--- src/hdl/lsp_pkg.sv ---
// types, codes and byte-sequencing functions for the lcd spi command/pixel stream
// no dependencies; imported by every module of the block
package lsp_pkg;

    localparam logic [2:0] CMD_SET_WINDOW  = 3'd0;
    localparam logic [2:0] CMD_SET_ORIENT  = 3'd1;
    localparam logic [2:0] CMD_BEGIN_WRITE = 3'd2;
    localparam logic [2:0] CMD_COLOUR_PIX  = 3'd3;
    localparam logic [2:0] CMD_GREY_PIX    = 3'd4;

    localparam logic [7:0] OP_CASET  = 8'h2A;
    localparam logic [7:0] OP_RASET  = 8'h2B;
    localparam logic [7:0] OP_RAMWR  = 8'h2C;
    localparam logic [7:0] OP_MADCTL = 8'h36;
    localparam logic [7:0] ZERO_BYTE = 8'h00;

    localparam logic [7:0] MODE_BYTES [4] = '{8'h00, 8'hA0, 8'hC0, 8'h60};

    typedef struct packed {
        logic [2:0]  cmd;
        logic [7:0]  x_start;
        logic [7:0]  y_start;
        logic [7:0]  win_width;
        logic [7:0]  win_height;
        logic [1:0]  orientation;
        logic [14:0] burst_length;
        logic [15:0] pixel_value;
    } t_in_item;

    typedef struct packed {
        logic [7:0] out_byte;
        logic       is_data;
        logic       last;
        logic       burst_done;
    } t_out_item;

    typedef enum logic [1:0] {
        K_WINDOW = 2'd0,
        K_ORIENT = 2'd1,
        K_RAMWR  = 2'd2,
        K_PIXEL  = 2'd3
    } t_kind;

    // window: b0 x start, b1 x end, b2 y start, b3 y end
    // orient: b0 mode byte; pixel: b0 high, b1 low
    typedef struct packed {
        t_kind      kind;
        logic [7:0] b0;
        logic [7:0] b1;
        logic [7:0] b2;
        logic [7:0] b3;
        logic       done;
    } t_job;

    function automatic t_out_item lsp_byte(input t_job job, input logic [3:0] idx);
        t_out_item o;
        o = '{out_byte: ZERO_BYTE, is_data: 1'b1, last: 1'b0, burst_done: 1'b0};
        unique case (job.kind)
            K_WINDOW: begin
                unique case (idx)
                    4'd0:    begin o.out_byte = OP_CASET; o.is_data = 1'b0; end
                    4'd2:    o.out_byte = job.b0;
                    4'd4:    o.out_byte = job.b1;
                    4'd5:    begin o.out_byte = OP_RASET; o.is_data = 1'b0; end
                    4'd7:    o.out_byte = job.b2;
                    4'd9:    begin o.out_byte = job.b3; o.last = 1'b1; end
                    default: o.out_byte = ZERO_BYTE;
                endcase
            end
            K_ORIENT: begin
                if (idx == 4'd0) begin
                    o.out_byte = OP_MADCTL;
                    o.is_data  = 1'b0;
                end else begin
                    o.out_byte = job.b0;
                    o.last     = 1'b1;
                end
            end
            K_RAMWR: begin
                o.out_byte = OP_RAMWR;
                o.is_data  = 1'b0;
                o.last     = 1'b1;
            end
            K_PIXEL: begin
                if (idx == 4'd0) begin
                    o.out_byte = job.b0;
                end else begin
                    o.out_byte   = job.b1;
                    o.last       = 1'b1;
                    o.burst_done = job.done;
                end
            end
            default: o.out_byte = ZERO_BYTE;
        endcase
        return o;
    endfunction

    function automatic logic [3:0] lsp_len(input t_kind kind);
        logic [3:0] n;
        unique case (kind)
            K_WINDOW: n = 4'd10;
            K_ORIENT: n = 4'd2;
            K_RAMWR:  n = 4'd1;
            K_PIXEL:  n = 4'd2;
            default:  n = 4'd1;
        endcase
        return n;
    endfunction

endpackage

--- src/hdl/lsp_front.sv ---
// front end: accepts requests, tracks the pixel counter and builds jobs for the back end
// depends on lsp_pkg
module lsp_front
    import lsp_pkg::*;
(
    input  logic     i_clk,
    input  logic     i_rst_n,
    input  logic     i_accept,
    input  t_in_item i_item,
    output t_job     o_job,
    output logic     o_job_push
);

    logic [14:0] r_remaining;
    logic [14:0] n_remaining;
    logic [7:0]  grey;
    logic [15:0] colour;

    always_comb begin
        grey        = i_item.pixel_value[7:0];
        colour      = i_item.pixel_value;
        n_remaining = r_remaining;
        o_job       = '{kind: K_RAMWR, b0: '0, b1: '0, b2: '0, b3: '0, done: 1'b0};
        o_job_push  = 1'b0;
        unique case (i_item.cmd)
            CMD_SET_WINDOW: begin
                o_job.kind = K_WINDOW;
                o_job.b0   = i_item.x_start;
                o_job.b1   = 8'(i_item.x_start + i_item.win_width - 8'd1);
                o_job.b2   = i_item.y_start;
                o_job.b3   = 8'(i_item.y_start + i_item.win_height - 8'd1);
                o_job_push = i_accept;
            end
            CMD_SET_ORIENT: begin
                o_job.kind = K_ORIENT;
                o_job.b0   = MODE_BYTES[i_item.orientation];
                o_job_push = i_accept;
            end
            CMD_BEGIN_WRITE: begin
                o_job.kind  = K_RAMWR;
                n_remaining = i_item.burst_length;
                o_job_push  = i_accept;
            end
            CMD_COLOUR_PIX, CMD_GREY_PIX: begin
                // grey level widened to rgb565
                if (i_item.cmd == CMD_GREY_PIX)
                    colour = {grey[7:3], grey[7:2], grey[7:3]};
                o_job.kind = K_PIXEL;
                o_job.b0   = colour[15:8];
                o_job.b1   = colour[7:0];
                if (r_remaining != '0) begin
                    n_remaining = r_remaining - 15'd1;
                    o_job.done  = (r_remaining == 15'd1);
                end
                o_job_push = i_accept;
            end
            default: o_job_push = 1'b0;
        endcase
    end

    always_ff @(posedge i_clk) begin
        if (!i_rst_n) begin
            r_remaining <= '0;
        end else if (i_accept) begin
            r_remaining <= n_remaining;
        end
    end

endmodule

--- src/hdl/lsp_queue.sv ---
// short job queue between front and back end
// depends on lsp_pkg for the job type
module lsp_queue
    import lsp_pkg::*;
#(
    parameter int DEPTH = 4
) (
    input  logic i_clk,
    input  logic i_rst_n,
    input  logic i_push,
    input  t_job i_job,
    output logic o_full,
    input  logic i_pop,
    output t_job o_head,
    output logic o_empty
);

    localparam int AW = (DEPTH > 1) ? $clog2(DEPTH) : 1;
    localparam int CW = $clog2(DEPTH + 1);

    t_job          r_mem [DEPTH];
    logic [AW-1:0] r_wr_ptr;
    logic [AW-1:0] r_rd_ptr;
    logic [CW-1:0] r_count;

    assign o_full  = (r_count == CW'(DEPTH));
    assign o_empty = (r_count == '0);
    assign o_head  = r_mem[r_rd_ptr];

    always_ff @(posedge i_clk) begin
        if (i_push)
            r_mem[r_wr_ptr] <= i_job;
    end

    always_ff @(posedge i_clk) begin
        if (!i_rst_n) begin
            r_wr_ptr <= '0;
            r_rd_ptr <= '0;
            r_count  <= '0;
        end else begin
            if (i_push)
                r_wr_ptr <= (r_wr_ptr == AW'(DEPTH - 1)) ? '0 : r_wr_ptr + AW'(1);
            if (i_pop)
                r_rd_ptr <= (r_rd_ptr == AW'(DEPTH - 1)) ? '0 : r_rd_ptr + AW'(1);
            if (i_push && !i_pop)
                r_count <= r_count + CW'(1);
            else if (i_pop && !i_push)
                r_count <= r_count - CW'(1);
        end
    end

    a_no_overflow: assert property (@(posedge i_clk) disable iff (!i_rst_n)
        i_push |-> (!o_full || i_pop)) else $error("job queue overflow");
    a_no_underflow: assert property (@(posedge i_clk) disable iff (!i_rst_n)
        i_pop |-> !o_empty) else $error("job queue underflow");
    a_count_range: assert property (@(posedge i_clk) disable iff (!i_rst_n)
        r_count <= CW'(DEPTH)) else $error("job queue count out of range");

endmodule

--- src/hdl/lsp_back.sv ---
// back end: steps through each job one byte per cycle into the output register while pop keeps up
// depends on lsp_pkg
module lsp_back
    import lsp_pkg::*;
(
    input  logic      i_clk,
    input  logic      i_rst_n,
    input  t_job      i_head,
    input  logic      i_head_empty,
    output logic      o_head_pop,
    input  logic      i_pop,
    output logic      o_empty,
    output t_out_item o_item
);

    logic       r_busy;
    logic [3:0] r_idx;
    t_job       r_job;
    logic       r_valid;
    t_out_item  r_out;

    t_job       cur_job;
    logic [3:0] cur_idx;
    logic       cur_valid;
    logic       load;
    t_out_item  cur_byte;

    // with no job in hand the queue head is worked on directly, no bubble
    always_comb begin
        cur_job    = r_busy ? r_job : i_head;
        cur_idx    = r_busy ? r_idx : 4'd0;
        cur_valid  = r_busy || !i_head_empty;
        load       = cur_valid && (!r_valid || i_pop);
        cur_byte   = lsp_byte(cur_job, cur_idx);
        o_head_pop = load && !r_busy;
    end

    assign o_empty = !r_valid;
    assign o_item  = r_out;

    always_ff @(posedge i_clk) begin
        if (load) begin
            r_out <= cur_byte;
            r_job <= cur_job;
        end
    end

    always_ff @(posedge i_clk) begin
        if (!i_rst_n) begin
            r_busy  <= 1'b0;
            r_idx   <= '0;
            r_valid <= 1'b0;
        end else begin
            if (load) begin
                r_valid <= 1'b1;
                r_busy  <= !cur_byte.last;
                r_idx   <= cur_byte.last ? 4'd0 : cur_idx + 4'd1;
            end else if (i_pop) begin
                r_valid <= 1'b0;
            end
        end
    end

    a_idle_idx: assert property (@(posedge i_clk) disable iff (!i_rst_n)
        !r_busy |-> (r_idx == 4'd0)) else $error("byte index set with no job");
    a_busy_idx: assert property (@(posedge i_clk) disable iff (!i_rst_n)
        r_busy |-> (r_idx != 4'd0 && r_idx < lsp_len(r_job.kind)))
        else $error("byte index beyond job length");
    a_hold_out: assert property (@(posedge i_clk) disable iff (!i_rst_n)
        (r_valid && !i_pop) |=> (r_valid && $stable(r_out)))
        else $error("waiting byte changed");
    a_busy_after_first: assert property (@(posedge i_clk) disable iff (!i_rst_n)
        (load && !r_busy && lsp_len(cur_job.kind) > 4'd1) |=> r_busy)
        else $error("multi-byte job dropped after first byte");

endmodule

--- src/hdl/lcd_spi_command_pixel_stream.sv ---
// top level of the lcd spi command/pixel byte stream generator
// depends on lsp_pkg, lsp_front, lsp_queue, lsp_back
//
//  channel   handshake            payload
//  request   push / full          i_in_item  (t_in_item)
//  byte      pop / empty          o_out_item (t_out_item)
//
// a request is taken while full is low; the back end sends one byte per cycle while pop
// keeps up, so a pixel is 2 bytes, a set-window 10, orientation 2, begin write 1.
// the byte sequencer in lsp_back sets the sustained rate; up to QUEUE_DEPTH jobs buffer.
// full rises only when the job queue is full; invalid codes are taken and dropped.
// synchronous active-low reset clears the pixel counter, queue and output valid flag.
module lcd_spi_command_pixel_stream
    import lsp_pkg::*;
#(
    parameter int QUEUE_DEPTH = 4
) (
    input  logic      i_clk,
    input  logic      i_rst_n,
    input  logic      push,
    output logic      full,
    input  t_in_item  i_in_item,
    input  logic      pop,
    output logic      empty,
    output t_out_item o_out_item
);

    t_job job;
    logic job_push;
    logic q_full;
    t_job head;
    logic head_empty;
    logic head_pop;

    assign full = q_full;

    lsp_front u_front (
        .i_clk      (i_clk),
        .i_rst_n    (i_rst_n),
        .i_accept   (push && !q_full),
        .i_item     (i_in_item),
        .o_job      (job),
        .o_job_push (job_push)
    );

    lsp_queue #(
        .DEPTH (QUEUE_DEPTH)
    ) u_queue (
        .i_clk   (i_clk),
        .i_rst_n (i_rst_n),
        .i_push  (job_push),
        .i_job   (job),
        .o_full  (q_full),
        .i_pop   (head_pop),
        .o_head  (head),
        .o_empty (head_empty)
    );

    lsp_back u_back (
        .i_clk        (i_clk),
        .i_rst_n      (i_rst_n),
        .i_head       (head),
        .i_head_empty (head_empty),
        .o_head_pop   (head_pop),
        .i_pop        (pop),
        .o_empty      (empty),
        .o_item       (o_out_item)
    );

endmodule
--- config.mk ---
export PLATFORM = sky130hd
export DESIGN_NAME = lcd_spi_command_pixel_stream
export DESIGN_NICKNAME = d
export VERILOG_FILES = /design/src/hdl/lsp_pkg.sv /design/src/hdl/lsp_front.sv /design/src/hdl/lsp_queue.sv /design/src/hdl/lsp_back.sv /design/src/hdl/lcd_spi_command_pixel_stream.sv
export SDC_FILE = /design/constraint.sdc
export NUM_CORES = 1
export LEC_CHECK = 0
export BUFFER_PORTS_ARGS = -buffer_cell sky130_fd_sc_hd__buf_2
export CORE_UTILIZATION = 55
export CTS_CLUSTER_SIZE = 25
export DETAILED_ROUTE_END_ITERATION = 8
export PLACE_DENSITY = 0.81
export SLEW_MARGIN = 40
export SYNTH_ARGS = -nofsm -noshare
export SYNTH_HDL_FRONTEND = slang
export SYNTH_SLANG_ARGS = --single-unit
--- constraint.sdc ---
create_clock -name i_clk -period 5.3 [get_ports i_clk]
set_clock_uncertainty 0.1 [all_clocks]
set_input_delay 0.265 -clock i_clk [delete_from_list [all_inputs] [get_ports i_clk]]
set_output_delay 0.265 -clock i_clk [all_outputs]
set_load 0.01 [all_outputs]
* Word level (Yosys, flattened, before mapping)
Memory sizes are Yosys's and may differ from the RTL's. A register that Yosys moved wholly into a read port is not among the register bits.
Index checks and enable logic that the tools add are counted.
** Operators by class
- Reduce and logical (&&, ||, !) cells :: 27
- Muxes and demuxes :: 36
- Order comparisons :: 1
- Divide/modulo/power cells :: 0
- $mul :: 0
- Shift-type cells :: 0
- Bitwise gates (word level) :: 2
- Add/subtract/negate cells :: 10
- Equal/unequal tests :: 17
** Operators with widths (number)
- $pmux 8 s6 :: 1
- $mux 35 :: 1
- $mux 16 :: 2
- $mux 8 :: 4
- $pmux 8 s4 :: 1
- $pmux 15 s2 :: 1
- $pmux 8 s3 :: 1
- $add 8x8->8 :: 2
- $bmux 8 s2 :: 1
- $pmux 8 s2 :: 1
- $sub 8x1->8 const B :: 2
- $eq 15x1->1 const B :: 1
- $mux 15 :: 1
- $reduce_bool 15->1 :: 1
- $sub 15x1->15 const B :: 1
- $eq 4x3->1 const B :: 3
- $mux 1 :: 10
- $mux 2 :: 5
- $eq 2x2->1 const B :: 4
- $mux 4 :: 2
- $logic_not 1->1 :: 7
- $eq 3x2->1 const B :: 2
- $eq 3x3->1 const B :: 2
- $logic_not 3->1 :: 2
- 24 further kinds :: 35
** Word-level totals
- Bits in read-only memories :: 0
- Memories kept :: 1
- Input bits :: 72
- Memory bits (writable) :: 140
- Register bits :: 74
- Bits in latches :: 0
** Memory list
- u_queue.r_mem :: depth 4, width 35, rd ports 1, clocked after memory_dff 1, wr ports 1, RTL line lsp_queue.sv:21 : t_job r_mem [DEPTH];

* Logic depth before layout (Yosys ltp)
- Depth in word-level cells :: 8
- Depth in mapped cells :: 12
- Mapped depth without buffers :: 12

* Cells and area by module
From an unflattened synthesis, not the netlist that was laid out.
** Second synthesis, totals
- Cell total of the unflattened synthesis :: 827
- Area total of the unflattened synthesis :: 10772.8 µm²
** Modules (own cells, without submodules)
- lsp_queue :: area an instance 5560.3 µm², cells an instance 227, times used 1
- lsp_back :: area an instance 2919.0 µm², cells an instance 250, times used 1
- lsp_front :: area an instance 2279.7 µm², cells an instance 349, times used 1
- lcd_spi_command_pixel_stream :: area an instance 13.8 µm², cells an instance 1, times used 1

* Least setup slack after synthesis
Ideal clock, no wire load.
- Path kind :: register -> register
- From :: register u_back.r_busy
- To :: register u_queue.r_count[2]
- Path slack :: 849 ps
- Buffers on the path :: 1
- Stages on the path, launching flop included :: 11
- Arrival time :: 4280 ps
- Cells stage by stage :: dfxtp_1 buf_2 nor4_1 nor2_1 nand2_1 ha_1 inv_1 fa_1 xor2_1 or3_1 a21oi_1
** On the way
- Longest elaborated chain between the ends :: 6
** RTL lines
- start: declaration :: RTL line lsp_back.sv:16 : logic r_busy;
- start signal: assignment :: RTL line lsp_back.sv:56 : r_busy <= !cur_byte.last;
- $logic_or 1x1->1 (*) :: RTL line lsp_back.sv:32 : cur_valid = r_busy || !i_head_empty;
- $logic_and 1x1->1 (*) :: RTL line lsp_back.sv:33 : load = cur_valid && (!r_valid || i_pop);
- via u_back.load :: RTL line lsp_back.sv:25 : logic load;
- $logic_and 1x1->1 (*) :: RTL line lsp_back.sv:35 : o_head_pop = load && !r_busy;
- $logic_not 1->1 :: RTL line lsp_queue.sv:45 : if (i_push && !i_pop)
- $logic_and 1x1->1 :: RTL line lsp_queue.sv:45
- $mux 3 / $reduce_bool 2->1 (equally long branches)
- end signal: assignment :: RTL line lsp_queue.sv:46 : r_count <= r_count + CW'(1);
- end signal: assignment :: RTL line lsp_queue.sv:48 : r_count <= r_count - CW'(1);
- end: declaration :: RTL line lsp_queue.sv:24 : logic [CW-1:0] r_count;
Mark *: on every way through the listed nets, which the timed path passes. The rest lies on a longest branch.
A chain may end at the register's enable or synchronous reset.

* Worst setup path after layout
Same ends and word-level chain as after synthesis.

==> results.sh <==
export IMPL_outcome="finished clean"
export IMPL_fp_row_count=50
export IMPL_cts_root_buffer="clkbuf_16"
export IMPL_worst_slew_margin_rel=0.454
export IMPL_cpPeakStageDelay_ps=700
export IMPL_drtPass1Iterations=5
export IMPL_antenna_found_initial=0
export IMPL_grt_pass1_vias=6802
export IMPL_netlist_cell_type_count=70
export IMPL_fillers=1348
export IMPL_grt_util_all_layers=0.240
export IMPL_fin_crit_sh=0.640
export IMPL_die_area_mm2=0.0197
export IMPL_clkPwrFrac=0.261
export IMPL_p_leak_nw=4.59
export IMPL_tightest_slew_ps=817
export IMPL_totalWireLength_um=22800
export IMPL_die_y_um=140
export IMPL_sw_frac_of_total=0.325
export IMPL_synth_edf_count=186
export IMPL_route_vias_total=6974
export IMPL_post_drt_wl_per_cell_um=19.3
export IMPL_min_from="i_in_item[27]"
export IMPL_r2r_setup_slack_ps=1910
export IMPL_postSynthAreaPerCell_um2=12.5
export IMPL_arrival_ps=3700
export IMPL_grt_first_pass_wirelength_um=36200
export IMPL_layout_nets=1040
export IMPL_cts_resized_gates=0
export IMPL_whs_endpoint="u_front.r_remaining[11]$_SDFFE_PN0P_"
export IMPL_coreArea_mm2=0.0187
export IMPL_power_density_mw_per_mm2=491
export IMPL_fin_util=0.637
export IMPL_maxCapViolations=0
export IMPL_start_kind="flop"
export IMPL_viasPerCell=5.93
export IMPL_hpwl_um=15000
export IMPL_cts_made_buffers=23
export IMPL_maxSlewViolCount=0
export IMPL_pwr_share_seq=0.430
export IMPL_syn_inst=841
export IMPL_ir_drop_v=0.000325
export IMPL_fmax_mhz=295
export IMPL_fin_tns_setup_ps=0
export IMPL_io_pins=85
export IMPL_path_clk_slew_ps=60
export IMPL_p_switching_mw=1.90
export IMPL_netlist_area_leader_share=0.532
export IMPL_critPathTopFamily="simple AND/OR/NAND/NOR gates"
export IMPL_finalHoldViolCount=0
export IMPL_syn_nets=954
export IMPL_drc=0
export IMPL_clock_latency_ps=500
export IMPL_rsz0062_at_grt="no"
export IMPL_synth_warnings=0
export IMPL_async_reset_ff_frac=0
export IMPL_internal_power_mw=3.95
export IMPL_path_cells="buf_4, nor4_1, nor2_4, buf_4, nand2_1, ha_1, inv_1, fa_1, xor2_1, or3_1, a21oi_1"
export IMPL_synth_top_area_cell="edfxtp_1"
export IMPL_start_util=0.561
export IMPL_end_kind="flop"
export IMPL_synth_area_leaders="edfxtp_1 (53%), mux4_2 (7.1%), dfxtp_1 (5.7%), ha_1 (4.5%), nand2_1 (4.0%)"
export IMPL_critPathMaxFanout=55
export IMPL_drive_gt1_frac=0.199
export IMPL_fin_crit_ps=3390
export IMPL_hold_depth=3
export IMPL_worstHoldPathType="input pin to flop"
export IMPL_antenna_cells=0
export IMPL_ys_ff_latch=216
export IMPL_reg2reg_from="u_back.r_busy$_SDFFE_PN0N_"
export IMPL_synthesis_area_mm2=0.0105
export IMPL_worst_endpoint_required_ps=5610
export IMPL_cts_max_path_buffers=3
export IMPL_cp_slowest_cell="nor4_1"
export IMPL_first_iter_violations=768
export IMPL_io_buffers=84
export IMPL_worst_path_buf_inv=3
export IMPL_comb_power_share=0.308
export IMPL_power_mw=5.85
export IMPL_clkSinkCount=216
export IMPL_reg2reg_to="u_queue.r_count[2]$_SDFFE_PN0P_"
export IMPL_cts_tree="done"
export IMPL_synth_most_common_cell="edfxtp_1"
export IMPL_htree_num_levels=1
export IMPL_seq_area_frac_synth=0.589
export IMPL_cp_common_cell="buf_4"
export IMPL_finalSetupViolations=0
export IMPL_synth_common_cells="edfxtp_1 (186), nand2_1 (113), inv_1 (71)"
export IMPL_grt_max_degree=56
export IMPL_detail_route_antenna_nets=0
export IMPL_gp_congestion=0.892
export IMPL_die_w_um=140
export IMPL_crit_type="flop to flop"
export IMPL_reg2reg_depth=11
export IMPL_synth_flop_cell="edfxtp_1"
export IMPL_syn2layout_area_growth_pct=13.5
export IMPL_overflow=0
==> per-stage QoR <==
step | hold WS (ps) | cell area (µm²) | setup WS, ps | std cells
2_1_floorplan | 309 | 10500 | 849 | 841
3_3_place_gp | 368 | 11100 | 2170 | 1127
3_5_place_dp | 375 | 11100 | 2050 | 1127
4_1_cts | 8.42 | 11900 | 1950 | 1177
5_1_grt | 34.7 | 11900 | 1720 | 1177
6_report | 22.1 | 11900 | 1910 | 1177
==> how the worst max path moves through the flow <==
stage	from	end	slack (ps)	cells past startpoint
floorplan	u_back.r_busy$_SDFFE_PN0N_	u_queue.r_count[2]$_SDFFE_PN0P_	850	10
global placement	u_back.r_busy$_SDFFE_PN0N_	u_queue.r_count[2]$_SDFFE_PN0P_	2170	11
detailed placement	u_back.r_busy$_SDFFE_PN0N_	u_queue.r_count[2]$_SDFFE_PN0P_	2050	11
CTS	u_back.r_busy$_SDFFE_PN0N_	u_queue.r_count[2]$_SDFFE_PN0P_	1950	11
global route	u_back.r_busy$_SDFFE_PN0N_	u_queue.r_count[2]$_SDFFE_PN0P_	1720	11
finish	u_back.r_busy$_SDFFE_PN0N_	u_queue.r_count[2]$_SDFFE_PN0P_	1910	11
==> per-layer routing <==
metal | vias to the layer above | track usage | part of all wire
met1 | 3349 | 0.339 | 0.44
met3 | 44 | 0.0362 | 0.068
met5 | - | 0 | 0
met4 | 0 | 0.0816 | 0.025
li1 | 3279 | - | -
met2 | 302 | 0.383 | 0.47
==> power by group through the flow <==
stage	logic [mW]	registers (mW)	clock network [mW]
2_1_floorplan	1.38	2.46	0
3_3_place_gp	1.73	2.53	0
3_5_place_dp	1.77	2.54	0
4_1_cts	1.79	2.51	1.55
5_1_grt	1.98	2.55	1.62
6_report	1.80	2.52	1.53
==> worst register-to-register path, delay by kind of cell, from the launching register on <==
kind | cells | cell delay [ps]
and+or+nand+nor | 4 | 1350
buffers and inverters | 3 | 640
adders and majority gates | 2 | 600
DFF | 1 | 290
xor gates and xnor gates | 1 | 160
AOI/OAI and AO/OA | 1 | 160
==> cell type report <==
class                      instances  area [µm²]  share of cell area
multi-input combinational        510        3860               0.324
timing repair buffer             103         586              0.0491
sequential                       216        6190               0.519
clock inverter                    13         111             0.00934
inverter                          73         274              0.0230
clock buffer                      28         604              0.0507
tap                              234         293              0.0246
==> cell usage in the layout (no fill, tap or decap), drive strengths merged, types with 15 or more instances in the layout <==
cell and instances:
edfxtp 186, nand2 113, buf 94, inv 72, nor2 49, a21oi 39, ha 38, mux4 33
dfxtp 30, o21ai 29, clkbuf 28, nand3 18, a22oi 15
==> logic make-up after synthesis <==
group,synth area share
mux,0.0939
buf+inv,0.0453
compound gates,0.0983
fa+ha+maj,0.0510
simple gates,0.110
xor+xnor,0.0125
flops,0.589
==> flip-flops by register name (all words and copies together), names as in the netlist, named ones only <==
name,count
u_queue.r_count,3
u_back.r_busy,1
u_back.r_idx,4
u_queue.r_mem,140
u_back.r_job,35
u_queue.r_rd_ptr,2
u_front.r_remaining,15
u_queue.r_wr_ptr,2
u_back.o_item,11
u_back.r_valid,1
==> timing repair <==
action                                 in CTS  in global routing
setup buffers                               0                  0
endpoints found under the hold margin       9                  0
hold buffers                                9                  0
Power figures use the tool's default switching activity.
